## src/ps2mpt_pkg.sv

```systemverilog
// shared types, constants and register codes for the ps2 mouse cursor tracker
package ps2mpt_pkg;

    // cursor coordinate width
    localparam int COORD_WIDTH = 12;
    localparam int COORD_SPAN  = 1 << COORD_WIDTH;

    // width of the fixed output position ports
    localparam int POS_WIDTH = 12;

    // screen limit register width
    localparam int LIMIT_WIDTH = 13;

    // scaled motion is at most 384 in magnitude
    localparam int MOVE_WIDTH = 11;

    // signed width of cursor plus motion
    localparam int SUM_WIDTH = ((COORD_WIDTH > MOVE_WIDTH) ? COORD_WIDTH : MOVE_WIDTH) + 2;

    // width used to compare a limit against the coordinate span
    localparam int CMP_WIDTH = ((LIMIT_WIDTH > COORD_WIDTH + 1) ? LIMIT_WIDTH
                                                                : COORD_WIDTH + 1);

    // configuration register indexes
    localparam logic [1:0] REG_SENSITIVITY = 2'd0;
    localparam logic [1:0] REG_X_LIMIT     = 2'd1;
    localparam logic [1:0] REG_Y_LIMIT     = 2'd2;

    // sensitivity codes
    localparam logic [1:0] SENS_HALF     = 2'd1;
    localparam logic [1:0] SENS_UNITY    = 2'd2;
    localparam logic [1:0] SENS_ONE_HALF = 2'd3;

    // reset values
    localparam logic [1:0]             SENS_RESET     = SENS_UNITY;
    localparam logic [LIMIT_WIDTH-1:0] X_LIMIT_RESET  = LIMIT_WIDTH'(1024);
    localparam logic [LIMIT_WIDTH-1:0] Y_LIMIT_RESET  = LIMIT_WIDTH'(768);
    localparam logic [COORD_WIDTH-1:0] CURSOR_X_RESET = COORD_WIDTH'(512);
    localparam logic [COORD_WIDTH-1:0] CURSOR_Y_RESET = COORD_WIDTH'(384);

    // status byte bit positions
    localparam int STAT_SYNC_BIT  = 3;
    localparam int STAT_X_NEG_BIT = 4;
    localparam int STAT_Y_NEG_BIT = 5;
    localparam int STAT_X_OVF_BIT = 6;
    localparam int STAT_Y_OVF_BIT = 7;

    // framing phase
    typedef enum logic [1:0] {
        PH_STATUS,
        PH_X_MOVE,
        PH_Y_MOVE
    } phase_t;

    // one framed packet ready for the cursor update
    typedef struct packed {
        logic [2:0] buttons;
        logic       x_neg;
        logic       y_neg;
        logic [7:0] x_move;
        logic [7:0] y_move;
    } packet_t;

    // configuration seen by the cursor update
    typedef struct packed {
        logic [1:0]             sensitivity;
        logic [LIMIT_WIDTH-1:0] x_limit;
        logic [LIMIT_WIDTH-1:0] y_limit;
    } cfg_t;

endpackage

```

## src/ps2mpt_front.sv

```systemverilog
// byte framing front end: collects status, x and y bytes into packets
module ps2mpt_front (
    input  logic                clk,
    input  logic                rst_n,
    input  logic                in_valid,
    output logic                in_ready,
    input  logic [7:0]          rx_byte,
    input  logic                q_full,
    output logic                push,
    output ps2mpt_pkg::packet_t push_pkt
);

    ps2mpt_pkg::phase_t state_reg;
    ps2mpt_pkg::phase_t state_next;
    logic [7:0]         status_reg;
    logic [7:0]         x_move_reg;
    logic               accept;

    assign in_ready = !q_full;
    assign accept   = in_valid && in_ready;

    always_ff @(posedge clk or negedge rst_n)
    begin
        if (!rst_n)
        begin
            state_reg <= ps2mpt_pkg::PH_STATUS;
        end
        else
        begin
            state_reg <= state_next;
        end
    end

    // payload capture
    always_ff @(posedge clk)
    begin
        if (accept && state_reg == ps2mpt_pkg::PH_STATUS && rx_byte[ps2mpt_pkg::STAT_SYNC_BIT])
        begin
            status_reg <= rx_byte;
        end
        if (accept && state_reg == ps2mpt_pkg::PH_X_MOVE)
        begin
            x_move_reg <= rx_byte;
        end
    end

    always_comb
    begin
        state_next = state_reg;
        push       = 1'b0;
        if (accept)
        begin
            case (state_reg)
                ps2mpt_pkg::PH_STATUS:
                begin
                    // no sync bit: drop and stay, resyncs framing
                    if (rx_byte[ps2mpt_pkg::STAT_SYNC_BIT])
                    begin
                        state_next = ps2mpt_pkg::PH_X_MOVE;
                    end
                end
                ps2mpt_pkg::PH_X_MOVE:
                begin
                    state_next = ps2mpt_pkg::PH_Y_MOVE;
                end
                ps2mpt_pkg::PH_Y_MOVE:
                begin
                    state_next = ps2mpt_pkg::PH_STATUS;
                    push       = !status_reg[ps2mpt_pkg::STAT_X_OVF_BIT]
                              && !status_reg[ps2mpt_pkg::STAT_Y_OVF_BIT];
                end
                default:
                begin
                    state_next = ps2mpt_pkg::PH_STATUS;
                end
            endcase
        end
    end

    always_comb
    begin
        push_pkt.buttons = status_reg[2:0];
        push_pkt.x_neg   = status_reg[ps2mpt_pkg::STAT_X_NEG_BIT];
        push_pkt.y_neg   = status_reg[ps2mpt_pkg::STAT_Y_NEG_BIT];
        push_pkt.x_move  = x_move_reg;
        push_pkt.y_move  = rx_byte;
    end

    // a packet leaves only on the third byte of a frame
    a_push_on_y: assert property (@(posedge clk) disable iff (!rst_n)
        push |-> (state_reg == ps2mpt_pkg::PH_Y_MOVE) && (state_next == ps2mpt_pkg::PH_STATUS))
        else $error("packet pushed outside the y byte");

endmodule

```

## src/ps2mpt_fifo.sv

```systemverilog
// two-entry packet queue between framing and cursor update
module ps2mpt_fifo (
    input  logic                clk,
    input  logic                rst_n,
    input  logic                push,
    input  ps2mpt_pkg::packet_t push_pkt,
    output logic                full,
    input  logic                pop,
    output logic                pkt_valid,
    output ps2mpt_pkg::packet_t pop_pkt
);

    ps2mpt_pkg::packet_t entry_reg [2];
    logic                wr_ptr_reg;
    logic                rd_ptr_reg;
    logic [1:0]          count_reg;

    assign full      = (count_reg == 2'd2);
    assign pkt_valid = (count_reg != 2'd0);
    assign pop_pkt   = entry_reg[rd_ptr_reg];

    always_ff @(posedge clk or negedge rst_n)
    begin
        if (!rst_n)
        begin
            wr_ptr_reg <= 1'b0;
            rd_ptr_reg <= 1'b0;
            count_reg  <= 2'd0;
        end
        else
        begin
            if (push)
            begin
                wr_ptr_reg <= !wr_ptr_reg;
            end
            if (pop)
            begin
                rd_ptr_reg <= !rd_ptr_reg;
            end
            if (push && !pop)
            begin
                count_reg <= count_reg + 2'd1;
            end
            else if (pop && !push)
            begin
                count_reg <= count_reg - 2'd1;
            end
        end
    end

    always_ff @(posedge clk)
    begin
        if (push)
        begin
            entry_reg[wr_ptr_reg] <= push_pkt;
        end
    end

    a_no_overflow: assert property (@(posedge clk) disable iff (!rst_n)
        push |-> !full)
        else $error("push into full queue");

    a_no_underflow: assert property (@(posedge clk) disable iff (!rst_n)
        pop |-> pkt_valid)
        else $error("pop from empty queue");

    a_count_bound: assert property (@(posedge clk) disable iff (!rst_n)
        count_reg != 2'd3)
        else $error("queue count out of range");

endmodule

```

## src/ps2mpt_back.sv

```systemverilog
// cursor update: scales motion, moves and clamps the cursor, holds the result
module ps2mpt_back (
    input  logic                                     clk,
    input  logic                                     rst_n,
    input  ps2mpt_pkg::cfg_t                         cfg,
    input  logic                                     pkt_valid,
    input  ps2mpt_pkg::packet_t                      pkt,
    output logic                                     pop,
    output logic                                     out_valid,
    input  logic                                     out_ready,
    output logic [ps2mpt_pkg::POS_WIDTH-1:0]         x_position,
    output logic [ps2mpt_pkg::POS_WIDTH-1:0]         y_position,
    output logic [2:0]                               buttons
);

    logic [ps2mpt_pkg::COORD_WIDTH-1:0]        cursor_x_reg;
    logic [ps2mpt_pkg::COORD_WIDTH-1:0]        cursor_y_reg;
    logic [ps2mpt_pkg::COORD_WIDTH-1:0]        cursor_x_next;
    logic [ps2mpt_pkg::COORD_WIDTH-1:0]        cursor_y_next;
    logic                                      out_valid_reg;
    logic [2:0]                                buttons_reg;
    logic signed [ps2mpt_pkg::MOVE_WIDTH-1:0]  dx;
    logic signed [ps2mpt_pkg::MOVE_WIDTH-1:0]  dy;
    logic signed [ps2mpt_pkg::SUM_WIDTH-1:0]   sum_x;
    logic signed [ps2mpt_pkg::SUM_WIDTH-1:0]   sum_y;

    // 9-bit signed move, scaled; halving truncates toward zero
    function automatic logic signed [ps2mpt_pkg::MOVE_WIDTH-1:0] scale_move(
        input logic       neg,
        input logic [7:0] low,
        input logic [1:0] sens
    );
        logic signed [8:0]                        m;
        logic signed [9:0]                        rounded;
        logic signed [8:0]                        half;
        logic signed [ps2mpt_pkg::MOVE_WIDTH-1:0] res;
        m       = $signed({neg, low});
        rounded = 10'(m) + $signed({9'd0, neg});
        half    = 9'(rounded >>> 1);
        case (sens)
            ps2mpt_pkg::SENS_ONE_HALF: res = ps2mpt_pkg::MOVE_WIDTH'(m)
                                           + ps2mpt_pkg::MOVE_WIDTH'(half);
            ps2mpt_pkg::SENS_UNITY:    res = ps2mpt_pkg::MOVE_WIDTH'(m);
            default:                   res = ps2mpt_pkg::MOVE_WIDTH'(half);
        endcase
        return res;
    endfunction

    // largest allowed coordinate for a screen limit
    function automatic logic [ps2mpt_pkg::COORD_WIDTH-1:0] limit_top(
        input logic [ps2mpt_pkg::LIMIT_WIDTH-1:0] lim
    );
        logic [ps2mpt_pkg::COORD_WIDTH-1:0] top;
        if (lim == '0)
        begin
            top = '0;
        end
        else if (ps2mpt_pkg::CMP_WIDTH'(lim) > ps2mpt_pkg::CMP_WIDTH'(ps2mpt_pkg::COORD_SPAN))
        begin
            top = '1;
        end
        else
        begin
            top = ps2mpt_pkg::COORD_WIDTH'(lim - ps2mpt_pkg::LIMIT_WIDTH'(1));
        end
        return top;
    endfunction

    function automatic logic [ps2mpt_pkg::COORD_WIDTH-1:0] clamp(
        input logic signed [ps2mpt_pkg::SUM_WIDTH-1:0] v,
        input logic [ps2mpt_pkg::COORD_WIDTH-1:0]      top
    );
        logic [ps2mpt_pkg::SUM_WIDTH-1:0]   top_ext;
        logic [ps2mpt_pkg::COORD_WIDTH-1:0] res;
        top_ext = ps2mpt_pkg::SUM_WIDTH'(top);
        if (v < 0)
        begin
            res = '0;
        end
        else if (v > $signed(top_ext))
        begin
            res = top;
        end
        else
        begin
            res = ps2mpt_pkg::COORD_WIDTH'(v);
        end
        return res;
    endfunction

    assign pop = pkt_valid && (!out_valid_reg || out_ready);

    always_comb
    begin
        dx    = scale_move(pkt.x_neg, pkt.x_move, cfg.sensitivity);
        dy    = scale_move(pkt.y_neg, pkt.y_move, cfg.sensitivity);
        sum_x = $signed({1'b0, (ps2mpt_pkg::SUM_WIDTH-1)'(cursor_x_reg)})
              + ps2mpt_pkg::SUM_WIDTH'(dx);
        sum_y = $signed({1'b0, (ps2mpt_pkg::SUM_WIDTH-1)'(cursor_y_reg)})
              - ps2mpt_pkg::SUM_WIDTH'(dy);
        cursor_x_next = clamp(sum_x, limit_top(cfg.x_limit));
        cursor_y_next = clamp(sum_y, limit_top(cfg.y_limit));
    end

    always_ff @(posedge clk or negedge rst_n)
    begin
        if (!rst_n)
        begin
            cursor_x_reg  <= ps2mpt_pkg::CURSOR_X_RESET;
            cursor_y_reg  <= ps2mpt_pkg::CURSOR_Y_RESET;
            out_valid_reg <= 1'b0;
        end
        else
        begin
            if (pop)
            begin
                cursor_x_reg  <= cursor_x_next;
                cursor_y_reg  <= cursor_y_next;
                out_valid_reg <= 1'b1;
            end
            else if (out_ready)
            begin
                out_valid_reg <= 1'b0;
            end
        end
    end

    always_ff @(posedge clk)
    begin
        if (pop)
        begin
            buttons_reg <= pkt.buttons;
        end
    end

    assign out_valid  = out_valid_reg;
    assign x_position = ps2mpt_pkg::POS_WIDTH'(cursor_x_reg);
    assign y_position = ps2mpt_pkg::POS_WIDTH'(cursor_y_reg);
    assign buttons    = buttons_reg;

    // a held result is never overwritten by a new packet
    a_no_overwrite: assert property (@(posedge clk) disable iff (!rst_n)
        (out_valid_reg && !out_ready) |-> !pop)
        else $error("result overwritten while stalled");

endmodule

```

## src/ps2_mouse_packet_cursor_tracker.sv

```systemverilog
// top level of the ps2 mouse packet decoder with cursor tracking
//
// takes one received ps2 mouse byte per word on the input channel and frames
// them into 3-byte packets (status, x move, y move); a status byte without
// bit 3 set is dropped, which resyncs framing, and a packet with either
// overflow bit set is consumed without a result. each good packet scales its
// 9-bit signed x and y moves by the sensitivity setting, adds x to and
// subtracts y from the cursor, clamps it to 0..limit-1 (at most 4095) and
// emits one output word with the position and the three button bits. a byte
// is taken every cycle while the two-entry packet queue has room; the cursor
// update retires one packet per cycle into the output register when that is
// empty or being read. the user must write the registers through the cfg
// port only while the block is idle; the block itself does not enforce it.
module ps2_mouse_packet_cursor_tracker (
    input  logic                                   clk,
    input  logic                                   rst_n,
    // configuration write port
    input  logic                                   cfg_write,
    input  logic [1:0]                             cfg_index,
    input  logic [ps2mpt_pkg::LIMIT_WIDTH-1:0]     cfg_data,
    // input byte words
    input  logic                                   in_valid,
    output logic                                   in_ready,
    input  logic [7:0]                             rx_byte,
    // result words
    output logic                                   out_valid,
    input  logic                                   out_ready,
    output logic [ps2mpt_pkg::POS_WIDTH-1:0]       x_position,
    output logic [ps2mpt_pkg::POS_WIDTH-1:0]       y_position,
    output logic [2:0]                             buttons
);

    ps2mpt_pkg::cfg_t    cfg_reg;
    ps2mpt_pkg::packet_t push_pkt;
    ps2mpt_pkg::packet_t pop_pkt;
    logic                push;
    logic                pop;
    logic                q_full;
    logic                pkt_valid;

    // configuration registers; unknown indexes are ignored
    always_ff @(posedge clk or negedge rst_n)
    begin
        if (!rst_n)
        begin
            cfg_reg.sensitivity <= ps2mpt_pkg::SENS_RESET;
            cfg_reg.x_limit     <= ps2mpt_pkg::X_LIMIT_RESET;
            cfg_reg.y_limit     <= ps2mpt_pkg::Y_LIMIT_RESET;
        end
        else if (cfg_write)
        begin
            case (cfg_index)
                ps2mpt_pkg::REG_SENSITIVITY: cfg_reg.sensitivity <= cfg_data[1:0];
                ps2mpt_pkg::REG_X_LIMIT:     cfg_reg.x_limit     <= cfg_data;
                ps2mpt_pkg::REG_Y_LIMIT:     cfg_reg.y_limit     <= cfg_data;
                default:                     ;
            endcase
        end
    end

    // framing front end
    ps2mpt_front u_front (
        .clk      (clk),
        .rst_n    (rst_n),
        .in_valid (in_valid),
        .in_ready (in_ready),
        .rx_byte  (rx_byte),
        .q_full   (q_full),
        .push     (push),
        .push_pkt (push_pkt)
    );

    // packet queue decouples framing from the cursor update
    ps2mpt_fifo u_fifo (
        .clk       (clk),
        .rst_n     (rst_n),
        .push      (push),
        .push_pkt  (push_pkt),
        .full      (q_full),
        .pop       (pop),
        .pkt_valid (pkt_valid),
        .pop_pkt   (pop_pkt)
    );

    // cursor update and output register
    ps2mpt_back u_back (
        .clk        (clk),
        .rst_n      (rst_n),
        .cfg        (cfg_reg),
        .pkt_valid  (pkt_valid),
        .pkt        (pop_pkt),
        .pop        (pop),
        .out_valid  (out_valid),
        .out_ready  (out_ready),
        .x_position (x_position),
        .y_position (y_position),
        .buttons    (buttons)
    );

endmodule
```

## config.mk

```make
export PLATFORM = sky130hd
export DESIGN_NAME = ps2_mouse_packet_cursor_tracker
export DESIGN_NICKNAME = d
export VERILOG_FILES = /design/src/ps2mpt_pkg.sv /design/src/ps2mpt_front.sv /design/src/ps2mpt_fifo.sv /design/src/ps2mpt_back.sv /design/src/ps2_mouse_packet_cursor_tracker.sv
export SDC_FILE = /design/constraint.sdc
export NUM_CORES = 1
export LEC_CHECK = 0
export BUFFER_PORTS_ARGS = -buffer_cell sky130_fd_sc_hd__buf_2
export CAP_MARGIN = 20
export CORE_AREA = 2 2 91 180
export CTS_CLUSTER_SIZE = 40
export DETAILED_ROUTE_END_ITERATION = 12
export DIE_AREA = 0 0 93 182
export PLACE_DENSITY_LB_ADDON = 0.1
export SLEW_MARGIN = 20
export SYNTH_ARGS = -nofsm -noshare
export SYNTH_HDL_FRONTEND = slang
export SYNTH_SLANG_ARGS = --single-unit
```

## constraint.sdc

```tcl
create_clock -name clk -period 7.1 [get_ports clk]
set_input_delay 0.71 -clock clk [delete_from_list [all_inputs] [get_ports clk]]
set_output_delay 0.71 -clock clk [all_outputs]
set_load 0.01 [all_outputs]
```

[Word-level counts from Yosys, hierarchy flattened]
Memories as Yosys holds them, arrays and structs flattened.
Index checks and enable logic that the tools add are counted.
Storage, ports and cells
  register bits: 78
  bits of input ports: 28
  memory bits (writable): 42
  memories: 1
  output and inout port bits: 29
Operators by class
  reductions and logical operators: 28
  add/sub/neg operators: 10
  muxes and demuxes: 20
  eq/ne operators: 8
  $lt $le $gt $ge: 6
Memories
  u_fifo.entry_reg: words 2, width 21, read ports 1, clocked after Yosys merged registers in 0, write ports 1, RTL line ps2mpt_fifo.sv:13  | ps2mpt_pkg::packet_t entry_reg [2];
Operators by type and width (count)
  two-way mux 12 bit: 8
  one-hot mux 11 bit (2 select lines): 2
  > comparator 14 x 13 -> 1 bit: 2
  < comparator 14 x 1 -> 1 bit, second input constant: 2
  > comparator 13 bit, second input constant: 2
  zero test 13 bit: 2
  subtractor 12 x 1 -> 12 bit, second input constant: 2
  adder 9 x 2 -> 10 bit: 2
  adder 9 x 9 -> 10 bit: 2
  adder 13 x 11 -> 14 bit: 1
  subtractor 13 x 11 -> 14 bit: 1
  == test 2 bit, second input constant: 5
  logical AND 1 bit: 8
  zero test 1 bit: 8
  AND reduction 2 bit: 4
  two-way mux 1 bit: 6
  two-way mux 2 bit: 3
  nonzero test 2 bit: 3
  == test 2 x 1 -> 1 bit, second input constant: 2
  zero test 2 bit: 2
  one-hot mux 2 bit (2 select lines): 1
  adder 2 x 1 -> 2 bit, second input constant: 1
  inequality test 2 bit, second input constant: 1
  subtractor 2 x 1 -> 2 bit, second input constant: 1
  logical OR 1 bit: 1

[Longest topological paths before layout]
  word-level depth: 8
  mapped depth: 38

[Cells and area by module]
From an unflattened synthesis, not the netlist that was laid out.
Unflattened totals
  cell total of the unflattened synthesis: 845
  area total of the unflattened synthesis: 8600.7 µm²
By module, submodules not included
  ps2mpt_back: seq. area each 719.4 µm², cells each 663, times used 1, area each 5044.8 µm²
  ps2mpt_fifo: seq. area each 1361.3 µm², cells each 81, times used 1, area each 1709.1 µm²
  ps2_mouse_packet_cursor_tracker: seq. area each 705.7 µm², cells each 61, times used 1, area each 1171.1 µm²
  ps2mpt_front: seq. area each 500.5 µm², cells each 40, times used 1, area each 675.6 µm²

[Worst setup path before layout]
No wires, ideal clock.
  kind: register -> register
  from: register u_fifo.rd_ptr_reg
  to: register u_back.cursor_y_reg, in the netlist u_back.y_position[11]
  library setup time: 0.121 ns
  clock period less this slack: 6.655 ns
  path buffers: 4
  arrival time: 6.534 ns
  path slack: 0.445 ns
  stages on the path, launching flop included: 33
  path through: dfrtp_1 > buf_6 > buf_6 > clkbuf_1 > clkbuf_1 > nand3_1 > o21ai_0 > ha_1 > xor2_1 > inv_1 > ha_1 > a211oi_1 > o21ai_0 > a211o_1 > a311o_1 > o21ai_0 > ha_1 > o21a_1 > o21a_1 > and2_1 > o221ai_1 > nand2b_1 > a21oi_1 > xnor2_1 > inv_1 > ha_1 > o21a_1 > a211oi_1 > a211oi_1 > o21ai_0 > mux2i_4 > mux2i_1 > a22o_1
Between the ends
  word-level cells in the longest chain between the ends: 8
  elaborated cells on any way between the ends: 9
  those cells by class: add/sub: 3; order compare: 2; mux: 3; memory: 1
Ends and longest elaborated chain
  start, declared: RTL line ps2mpt_fifo.sv:15  | logic rd_ptr_reg;
  start signal, assigned: RTL line ps2mpt_fifo.sv:38  | rd_ptr_reg <= !rd_ptr_reg;
  memory (2 x 21 bit) (*)
  adder 9 x 2 -> 10 bit: RTL line ps2mpt_back.sv:38  | rounded = 10'(m) + $signed({9'd0, neg});
  adder 9 x 9 -> 10 bit: RTL line ps2mpt_back.sv:42  | + ps2mpt_pkg::MOVE_WIDTH'(half);
  one-hot mux 11 bit (2 select lines) (*): RTL line ps2mpt_back.sv:40  | case (sens)
  subtractor 13 x 11 -> 14 bit (*): RTL line ps2mpt_back.sv:100  | - ps2mpt_pkg::SUM_WIDTH'(dy);
  > comparator 14 x 13 -> 1 bit: RTL line ps2mpt_back.sv:80  | else if (v > $signed(top_ext))
  two-way mux 12 bit: RTL line ps2mpt_back.sv:80
  two-way mux 12 bit (*): RTL line ps2mpt_back.sv:76  | if (v < 0)
  end signal, assigned: RTL line ps2mpt_back.sv:110  | cursor_y_reg <= ps2mpt_pkg::CURSOR_Y_RESET;
  end signal, assigned: RTL line ps2mpt_back.sv:118  | cursor_y_reg <= cursor_y_next;
  end, declared: RTL line ps2mpt_back.sv:17  | logic [ps2mpt_pkg::COORD_WIDTH-1:0] cursor_y_reg;
Every way passes the cells marked *; elsewhere a longest branch is shown, timed or not.
A chain may end at the register's enable or synchronous reset.

[Worst setup path in the final report]
  from: register u_fifo.rd_ptr_reg
  to: register u_back.cursor_x_reg, in the netlist u_back.x_position[0]
Between the ends
  word-level cells in the longest chain between the ends: 8
  elaborated cells on any way between the ends: 9
  those cells by class: add/sub: 3; order compare: 2; mux: 3; memory: 1
Ends and longest elaborated chain
  memory (2 x 21 bit) (*)
  adder 9 x 2 -> 10 bit: RTL line ps2mpt_back.sv:38
  adder 9 x 9 -> 10 bit: RTL line ps2mpt_back.sv:42
  one-hot mux 11 bit (2 select lines) (*): RTL line ps2mpt_back.sv:40
  adder 13 x 11 -> 14 bit (*): RTL line ps2mpt_back.sv:98  | + ps2mpt_pkg::SUM_WIDTH'(dx);
  > comparator 14 x 13 -> 1 bit: RTL line ps2mpt_back.sv:80
  two-way mux 12 bit: RTL line ps2mpt_back.sv:80
  two-way mux 12 bit (*): RTL line ps2mpt_back.sv:76
  end signal, assigned: RTL line ps2mpt_back.sv:109  | cursor_x_reg <= ps2mpt_pkg::CURSOR_X_RESET;
  end signal, assigned: RTL line ps2mpt_back.sv:117  | cursor_x_reg <= cursor_x_next;
  end, declared: RTL line ps2mpt_back.sv:16  | logic [ps2mpt_pkg::COORD_WIDTH-1:0] cursor_x_reg;
Marked as above.

==> impl_metrics.tcl <==
set metrics [dict create \
    post_drt_wl_per_cell_um 17.6 \
    reg2reg_from "u_fifo.rd_ptr_reg" \
    syn_nets 978 \
    post_synth.cell_area_avg_sq_um 9.84 \
    startpoint_type "flip-flop" \
    regArea_sq_um 3290 \
    vias 6727 \
    synth.distinct_cells 73 \
    multiInputGateArea_sq_um 4970 \
    grt_usage_pct 24.6 \
    drt_pass1_iterations 5 \
    path_cells "buf_12 > mux2_2 > ha_1 > xnor2_1 > inv_1 > ha_1 > a211oi_1 > o21ai_0 > o21ba_2 > o31ai_1 > nand3_1 > a31oi_1 > ha_1 > nand3_1 > o41ai_1 > xor2_1 > ha_1 > a2111oi_0 > o31a_1 > nor4_2 > nor2_2 > buf_4 > mux2i_1 > o21ai_0" \
    drt_iter0_drc 344 \
    hold_ws_ns 0.450 \
    ios 57 \
    worstPathArrival_ns 6.95 \
    grt_max_degree 60 \
    drtAntennaViolNets 0 \
    vias_per_cell 5.87 \
    final_nets 1040 \
    p_total_mw 4.74 \
    seq_area_frac_synth_pct 38.4 \
    r2r_slack_ns 0.43 \
    worst_slew_pin_slew_ns 0.989 \
    cpMostUsedCell "ha_1" \
    hpwl_um 15400 \
    cts_tree "yes" \
    cts-buffers-inserted 17 \
    num-fill-cells 1317 \
    antenna_found_initial 0 \
    worstPathMaxFanout 31 \
    grt_pass1_vias 6534 \
    root_buffer "clkbuf_16" \
    io_buffers 56 \
    yosysTopAreaCell "edfxtp_1" \
    largest_register_ff_count 42 \
    cp_num_buf_inv 3 \
    report.final.hold_viol_count 0 \
    crit_type "reg -> reg" \
    status "complete, no violations" \
    clk_path_buf_depth 2 \
    synth_seq_cells 119 \
    fin_util_pct 62.1 \
    drive_gt1_share_pct 18.5 \
    fp.coreArea_sq_um 15600 \
    fp.dieH_um 182 \
    max_cap_viol_count 0 \
    peakVddDrop_mv 0.326 \
    syn-cell-area_sq_um 8570 \
    timing.final.crit_share_pct 94.0 \
    crit_slowest_cell "a2111oi_0" \
    die_x_um 93 \
    cts_sinks 119 \
    finalSetupTns_ns 0 \
    final-setup-viol-count 0 \
    max_freq_ghz 0.150 \
    finalClockSkew_ns 0.00875 \
    period_needed_ns 6.67 \
    maxSlewViolCount 0 \
    reg2regPathDepth 24 \
    cp.required_ns 7.37 \
    diodes 0 \
    synthCells 871 \
    rsz0062_at_grt "false" \
    yosysWarnings 0 \
    grt_overflow 0 \
    finalWirelength_um 20200 \
    clock_latency_ns 0.42 \
    clkTransAtPathRegs_ns 0.05 \
    ys.flop_type "edfxtp_1" \
    critPathMaxStageDelay_ns 0.54 \
    power.density_nw_per_um2 488 \
    die_area_sq_um 16900 \
    stdcell_count 1146 \
    synth_edf_count 60 \
    leakage_nw 4.13 \
    route.detailed.drc 0 \
    slew-limit-headroom_pct 34.1 \
    reg2reg_to "u_back.x_position[0]" \
    synthTopCellsByArea "edfxtp_1, dfrtp_1, ha_1" \
    globalplace.congestion 0.889 \
    post-place-cells 1112 \
    endpoint_kind "flip-flop" \
    start_util_pct 54.9 \
    critical-path-top-delay-family "compound AO/OA/AOI/OAI gates" \
    area_growth_pct 13.2 \
    grt_pass1_wl_um 32400 \
    htree_levels 4 \
    worstHoldPathType "in -> async" \
    synthArstFlopShare_pct 49.6 \
    synth_top_area_share_pct 21.0 \
    num_rows 65 \
]
## cells in the mapped netlist (8+ instances only)
| library cell | instances |
|---|---|
| nand2_1 | 64 |
| mux2_2 | 37 |
| a21o_1 | 20 |
| o21a_1 | 12 |
| ha_1 | 75 |
| xnor2_1 | 37 |
| o221ai_2 | 8 |
| nand2b_1 | 20 |
| edfxtp_1 | 60 |
| a211oi_1 | 12 |
| a21oi_1 | 49 |
| xor2_1 | 19 |
| a22oi_1 | 9 |
| inv_1 | 57 |
| clkbuf_1 | 16 |
| nor4_1 | 9 |
| nand3_1 | 22 |
| nor3_1 | 22 |
| o211ai_1 | 11 |
| o21ai_0 | 53 |
| dfrtp_1 | 52 |
| mux2i_1 | 16 |
| o21ai_1 | 9 |
| nor2_1 | 62 |
## worst register-to-register path, stage by stage (launching register included)
cell and delay [ns]:
dfrtp_2 0.48, buf_12 0.23, mux2_2 0.41, ha_1 0.23
xnor2_1 0.29, inv_1 0.08, ha_1 0.29, a211oi_1 0.28
o21ai_0 0.17, o21ba_2 0.24, o31ai_1 0.43, nand3_1 0.14
a31oi_1 0.31, ha_1 0.26, nand3_1 0.11, o41ai_1 0.46
xor2_1 0.18, ha_1 0.24, a2111oi_0 0.54, o31a_1 0.27
nor4_2 0.08, nor2_2 0.34, buf_4 0.22, mux2i_1 0.18
o21ai_0 0.08
## worst max path at each step
stage                                 start                    end  slack [ns]  depth (start not counted)
after floorplan           u_fifo.rd_ptr_reg  u_back.y_position[11]        0.45                         32
after global placement    u_fifo.rd_ptr_reg  u_back.y_position[11]        0.49                         30
after detailed placement  u_fifo.rd_ptr_reg  u_back.y_position[11]        0.36                         30
after CTS                 u_fifo.rd_ptr_reg  u_back.y_position[11]        0.35                         30
after global routing      u_fifo.rd_ptr_reg  u_back.y_position[11]        0.03                         32
final                     u_fifo.rd_ptr_reg   u_back.x_position[0]        0.43                         24
## per-layer routing
layer  share of wire (%)  up-vias  track usage [%]
met5                   0        -                0
met4                 2.8        0             9.00
met3                 3.3       34             3.98
met2                  52      131             43.3
met1                  41     3244             29.9
li1                    -     3318                -
## where the power goes
| group | internal, mW | total, mW | switching, mW |
|---|---|---|---|
| Sequential | 0.884 | 1.03 | 0.147 |
| Clock | 0.547 | 0.854 | 0.307 |
| Combinational | 1.22 | 2.85 | 1.63 |
| Total | 2.65 | 4.74 | 2.09 |
## metrics by stage
stage	instance area, sq um	setup WS (ns)
after floorplan	8570	0.445
after global placement	9070	0.486
after detailed placement	9070	0.359
after CTS	9650	0.350
after global routing	9700	0.0313
final	9700	0.426
## cell usage in the layout, fill, tap and decap left out, types with 4 or more instances in the layout
master / count
edfxtp_1: 60
nand2_1: 64
a22o_1: 5
o211ai_1: 11
nor2b_1: 7
buf_4: 12
a21o_1: 20
inv_1: 57
fa_1: 4
clkbuf_16: 17
xnor2_1: 37
nand3b_1: 7
o21ai_0: 52
nor2_1: 62
a22oi_1: 9
mux2_2: 37
a211oi_1: 12
nand2b_1: 20
o21a_1: 12
o221ai_2: 8
nor3_1: 22
xor2_1: 18
o22ai_1: 4
dfstp_2: 7
buf_2: 56
mux2i_1: 15
nor4_1: 8
a21oi_1: 49
a31oi_1: 7
ha_1: 75
or3_1: 7
nand3_1: 22
nand4_1: 6
dfrtp_1: 51
o21ai_1: 9
## cell families (layout without fill, tap and decap cells)
kind of cell | Yosys count | count (layout) | share of synthesized area [%]
adders and majority gates | 80 | 80 | 12.0
AOI/OAI and AO/OA | 228 | 228 | 18.4
xor gates and xnor gates | 56 | 56 | 5.72
DFF | 119 | 119 | 38.4
and+or+nand+nor | 250 | 250 | 14.5
buffers and inverters | 84 | 158 | 4.00
muxes | 54 | 54 | 6.99
## cell type report
| type | count | area share (%) |
|---|---|---|
| clock buffer | 18 | 4.42 |
| clock inverter | 13 | 1.60 |
| inverter | 58 | 2.24 |
| multi-input combinational | 668 | 51.2 |
| sequential | 119 | 33.9 |
| tap | 201 | 2.59 |
| timing repair buffer | 69 | 4.02 |
## timing repair
action                                 4_1_cts  5_1_grt
setup endpoints to repair                    0       19
buffers inserted                             0        3
endpoints found under the hold margin        0        0
hold buffers                                 0        0
resized for setup                            0        6
(Power assumes the default switching activity.)
